File: config.mk
export PLATFORM = sky130hd
export DESIGN_NAME = mwm_divider
export DESIGN_NICKNAME = d
export VERILOG_FILES = /design/src/design/mwm_pkg.sv /design/src/design/mwm_divider.sv
export SDC_FILE = /design/constraint.sdc
export NUM_CORES = 2
export LEC_CHECK = 0
export BUFFER_PORTS_ARGS = -buffer_cell sky130_fd_sc_hd__buf_2
export CAP_MARGIN = 10
export CORE_MARGIN = 2
export CORE_UTILIZATION = 50
export DETAILED_ROUTE_END_ITERATION = 10
export GPL_ROUTABILITY_DRIVEN = 0
export PLACE_DENSITY = 0.7
export SKIP_CTS_REPAIR_TIMING = 1
export SLEW_MARGIN = 20
export SYNTH_ARGS = -nofsm -noshare
export SYNTH_HDL_FRONTEND = slang
export SYNTH_SLANG_ARGS = --single-unit
File: constraint.sdc
create_clock -name i_clk -period 5.1 [get_ports i_clk]
set_input_delay 0.255 -clock i_clk [delete_from_list [all_inputs] [get_ports i_clk]]
set_output_delay 0.255 -clock i_clk [all_outputs]
set_load 0.03 [all_outputs]
File: src/design/mwm_pkg.sv
package mwm_pkg;

    // widths of the command, the exact sums and the speed path
    localparam int NUM_WHEELS = 4;
    localparam int VEL_W      = 16;
    localparam int SUM_W      = 18;
    localparam int MAG_W      = 17;
    localparam int SPD_W      = 8;
    localparam int NUM_W      = MAG_W + SPD_W;
    localparam int QUO_W      = 8;
    localparam int DIR_W      = 2;
    localparam int LIMIT_W    = 16;

    // clip applied to every wheel magnitude before it becomes a duty
    localparam logic [LIMIT_W-1:0] DUTY_LIMIT = 16'd255;

    // direction codes
    localparam logic [DIR_W-1:0] DIR_COAST = 2'd0;
    localparam logic [DIR_W-1:0] DIR_FWD   = 2'd1;
    localparam logic [DIR_W-1:0] DIR_REV   = 2'd2;

    // wheel lanes
    localparam int WHL_FL = 0;
    localparam int WHL_FR = 1;
    localparam int WHL_RL = 2;
    localparam int WHL_RR = 3;

    // motion command
    typedef struct packed {
        logic signed [VEL_W-1:0] vel_forward;
        logic signed [VEL_W-1:0] vel_sideways;
        logic signed [VEL_W-1:0] vel_rotate;
    } t_cmd;

    // wheel drive result
    typedef struct packed {
        logic [SPD_W-1:0] duty_front_left;
        logic [DIR_W-1:0] dir_front_left;
        logic [SPD_W-1:0] duty_front_right;
        logic [DIR_W-1:0] dir_front_right;
        logic [SPD_W-1:0] duty_rear_left;
        logic [DIR_W-1:0] dir_rear_left;
        logic [SPD_W-1:0] duty_rear_right;
        logic [DIR_W-1:0] dir_rear_right;
    } t_wheel_out;

    // item carried through the scaling divider
    typedef struct packed {
        logic [NUM_WHEELS-1:0]            neg;
        logic [NUM_WHEELS-1:0][SPD_W-1:0] direct;
        logic                             scale;
        logic [MAG_W-1:0]                 divisor;
        logic [NUM_WHEELS-1:0][MAG_W-1:0] rem;
        logic [NUM_WHEELS-1:0][QUO_W-1:0] num_lo;
        logic [NUM_WHEELS-1:0][QUO_W-1:0] quo;
    } t_div_item;

endpackage

File: src/design/mwm_divider.sv
module mwm_divider (
    input  logic                i_clk,
    input  logic                i_rst_n,
    input  logic                i_valid,
    output logic                o_ready,
    input  mwm_pkg::t_div_item  i_item,
    output logic                o_valid,
    input  logic                i_ready,
    output mwm_pkg::t_div_item  o_item
);
    import mwm_pkg::*;

    localparam int NUM_STEPS = QUO_W;

    // one restoring step: one quotient bit for every wheel lane
    function automatic t_div_item div_step(input t_div_item a);
        t_div_item        b;
        logic [MAG_W:0]   trial;
        logic [MAG_W:0]   diff;
        b = a;
        for (int k = 0; k < NUM_WHEELS; k++) begin
            trial = {a.rem[k], a.num_lo[k][QUO_W-1]};
            diff  = trial - {1'b0, a.divisor};
            b.num_lo[k] = {a.num_lo[k][QUO_W-2:0], 1'b0};
            if (trial >= {1'b0, a.divisor}) begin
                b.rem[k] = diff[MAG_W-1:0];
                b.quo[k] = {a.quo[k][QUO_W-2:0], 1'b1};
            end else begin
                b.rem[k] = trial[MAG_W-1:0];
                b.quo[k] = {a.quo[k][QUO_W-2:0], 1'b0};
            end
        end
        return b;
    endfunction

    logic [NUM_STEPS-1:0] r_valid;
    t_div_item            r_item [NUM_STEPS];
    t_div_item            n_item [NUM_STEPS];
    logic [NUM_STEPS:0]   stage_ready;

    // a stage takes a new item when it is empty or its item moves on
    always_comb begin
        stage_ready[NUM_STEPS] = i_ready;
        for (int k = NUM_STEPS - 1; k >= 0; k--) begin
            stage_ready[k] = !r_valid[k] || stage_ready[k+1];
        end
    end

    // divider stages
    for (genvar g = 0; g < NUM_STEPS; g++) begin : g_step
        if (g == 0) begin : g_first
            assign n_item[g] = div_step(i_item);
            always_ff @(posedge i_clk) begin
                if (!i_rst_n) begin
                    r_valid[g] <= 1'b0;
                end else if (stage_ready[g]) begin
                    r_valid[g] <= i_valid;
                end
            end
        end else begin : g_next
            assign n_item[g] = div_step(r_item[g-1]);
            always_ff @(posedge i_clk) begin
                if (!i_rst_n) begin
                    r_valid[g] <= 1'b0;
                end else if (stage_ready[g]) begin
                    r_valid[g] <= r_valid[g-1];
                end
            end
        end

        always_ff @(posedge i_clk) begin
            if (stage_ready[g]) begin
                r_item[g] <= n_item[g];
            end
        end
    end

    assign o_ready = stage_ready[0];
    assign o_valid = r_valid[NUM_STEPS-1];
    assign o_item  = r_item[NUM_STEPS-1];

endmodule

==> impl_metrics.tcl <==
set metrics [dict create \
    netlist_area_um2 71100 \
    fin_crit_sh_pct 79.2 \
    synth_seq_area_share_pct 52.2 \
    clockBufferDepth 3 \
    async_reset_ff_share_pct 0 \
    clkSlewWorstSetupHoldPaths_ps 60 \
    fmax_ghz 0.247 \
    syn_avg_cell_area_um2 11.5 \
    peakVddDrop_v 0.000476 \
    wire_per_inst_um 19.2 \
    portBuffers 313 \
    synth-edff-count 1232 \
    cts_buffers 133 \
    die_width_um 381 \
    initial_core_util_pct 50.3 \
    synthToLayoutAreaGrowth_pct 12.0 \
    cts.sinks 1240 \
    drt_pass1_iterations 6 \
    synth_cell_types 95 \
    critPathCaptureType "output port" \
    status "complete, no violations" \
    antenna_found_initial 0 \
    worst_pin_slew_ps 1080 \
    cpMostUsedCell "and3_1" \
    worstPathCellList "nor2b_1, and3_1, and3_1, and3_1, nand2_8, buf_2" \
    h-tree-depth 4 \
    synth_ff_type "edfxtp_1" \
    fin_crit_ps 4040 \
    via_per_inst 5.68 \
    die-area_um2 145000 \
    most-common-layout-cells "edfxtp_1 (1232), ha_1 (544), o21ai_0 (504)" \
    worst_setup_path_start_kind "register" \
    cts_root_buf "clkbuf_16" \
    final_net_count 7304 \
    setup_violations 0 \
    cts_tree "yes" \
    hold_path.startpoint "i_item[131]" \
    ant_nets 0 \
    slew_headroom_pct 27.6 \
    critPathBufInv 1 \
    rsz0062_at_grt "no" \
    cp_max_fo 65 \
    synth_seq_cells 1240 \
    hold_class "input pin to register" \
    die_h_um 381 \
    cp.arrival_ps 3790 \
    vias 48500 \
    reg2reg_from "r_item[0][492]" \
    setup-tns-final_ps 0 \
    worstSkewPairLatency_ps 770 \
    track_usage_pct 21.8 \
    grt_max_degree 132 \
    yosysWarningCount 0 \
    num-fill-cells 11600 \
    p_total_mw 49.1 \
    ios 378 \
    critical_path.top_delay_family "simple AND/OR/NAND/NOR gates" \
    final_hold_viol_count 0 \
    dp_hpwl_um 124000 \
    grt_pass1_wl_um 248000 \
    drt_iter0_drc 3154 \
    totalWireLength_um 164000 \
    cp_slowest_stage_delay_ps 510 \
    final_common_cell "edfxtp_1" \
    finClkSkew_ps 45.4 \
    grt_pass1_vias 45400 \
    drive_gt1_share_pct 12.8 \
    finalMaxSlewViolations 0 \
    rows 138 \
    drcViolationCount 0 \
    cp.required_ps 4850 \
    total_leakage_power_nw 32.0 \
    critPathKind "register to output port" \
    overflow 0 \
    core_um2 141000 \
    startpoint "o_valid" \
    slowest_stage "nor2b_1" \
    powerDensity_nw_per_um2 617 \
    syn_inst 6169 \
    maxCapViolCount 0 \
]
[flip-flops by register name, indices dropped and copies added, names as in the netlist]
name and cells:
r_item 1232, r_valid 7, o_valid 1
[logic make-up after synthesis]
group	after synthesis	synth area share, %
other	1	0.00527
muxes	251	3.97
buffers and inverters	634	4.39
AOI/OAI and AO/OA	1698	14.9
DFF	1240	52.2
xor gates and xnor gates	395	4.86
and+or+nand+nor	1374	9.17
adders and majority gates	576	10.5
[power breakdown]
group,internal (mW),switching [mW],total [mW]
Clock,5.40,3.92,9.32
Sequential,15.5,1.77,17.3
Combinational,9.77,12.8,22.5
Total,30.7,18.5,49.1
[per-stage QoR]
stage | cell area, µm² | utilization (%) | hold WS [ps] | setup slack [ps] | instances
3_3_place_gp | 73800 | 52.2 | 400 | 1300 | 8139
4_1_cts | 78100 | 55.2 | -417 | 979 | 8378
3_5_place_dp | 73800 | 52.2 | 405 | 1260 | 8139
2_1_floorplan | 71200 | - | 354 | 27.7 | 6200
6_report | 79600 | 56.3 | 45.0 | 1060 | 8533
5_1_grt | 79600 | 56.3 | 26.6 | 855 | 8532
[worst min-delay path: cells and delay by family]
family	cells	cell delay [ps]
buffers and inverters	2	210
AO/OA/AOI/OAI	2	230
[final cells by class]
type                            count  area [µm²]  share of cell area (%)
Sequential cell                  1240       37200                    46.7
Multi-Input combinational cell   4326       31100                    39.0
Timing Repair Buffer              506        3490                    4.38
Clock buffer                      158        3490                    4.38
Tap cell                         1890        2360                    2.97
Inverter                          331        1260                    1.59
Clock inverter                     81         812                    1.02
Antenna cell                        1        2.50                 0.00314
[layer usage]
layer	vias up	wire length (µm)	global-route usage, %
li1	23700	-	-
met1	22700	68800	27.8
met2	1680	76600	35.3
met3	438	7890	2.88
met4	0	10600	13.2
met5	-	0	0
[worst paths after layout]
kind	endpoint	slack [ps]	cells after the start
worst max-delay path	o_ready	1060	6
worst min-delay path	r_item[0][24]	40	4
worst max register to register	r_item[0][607]	1230	9
worst min register to register	r_item[1][702]	410	0
[synthesized netlist by cell type, types with 39 or more instances]
cell type / instances / area share, %
nor2b_1: 49 / 0.43
nand2b_1: 79 / 0.69
a21oi_1: 474 / 3.3
a21o_1: 164 / 1.7
o21ai_0: 505 / 3.6
ha_1: 544 / 9.6
xnor2_1: 242 / 3.0
buf_4: 188 / 2.0
a211oi_1: 75 / 0.79
nand4_1: 80 / 0.70
edfxtp_1: 1232 / 52
nor3_1: 74 / 0.52
o21bai_1: 62 / 0.65
clkbuf_1: 91 / 0.48
and3_1: 39 / 0.34
o21a_1: 85 / 0.90
mux2_2: 216 / 3.4
xor2_1: 153 / 1.9
nand2_1: 462 / 2.4
nand3_1: 75 / 0.53
a31oi_1: 64 / 0.56
nor2_1: 352 / 1.9
inv_1: 331 / 1.7
Power figures use the tool's default switching activity.
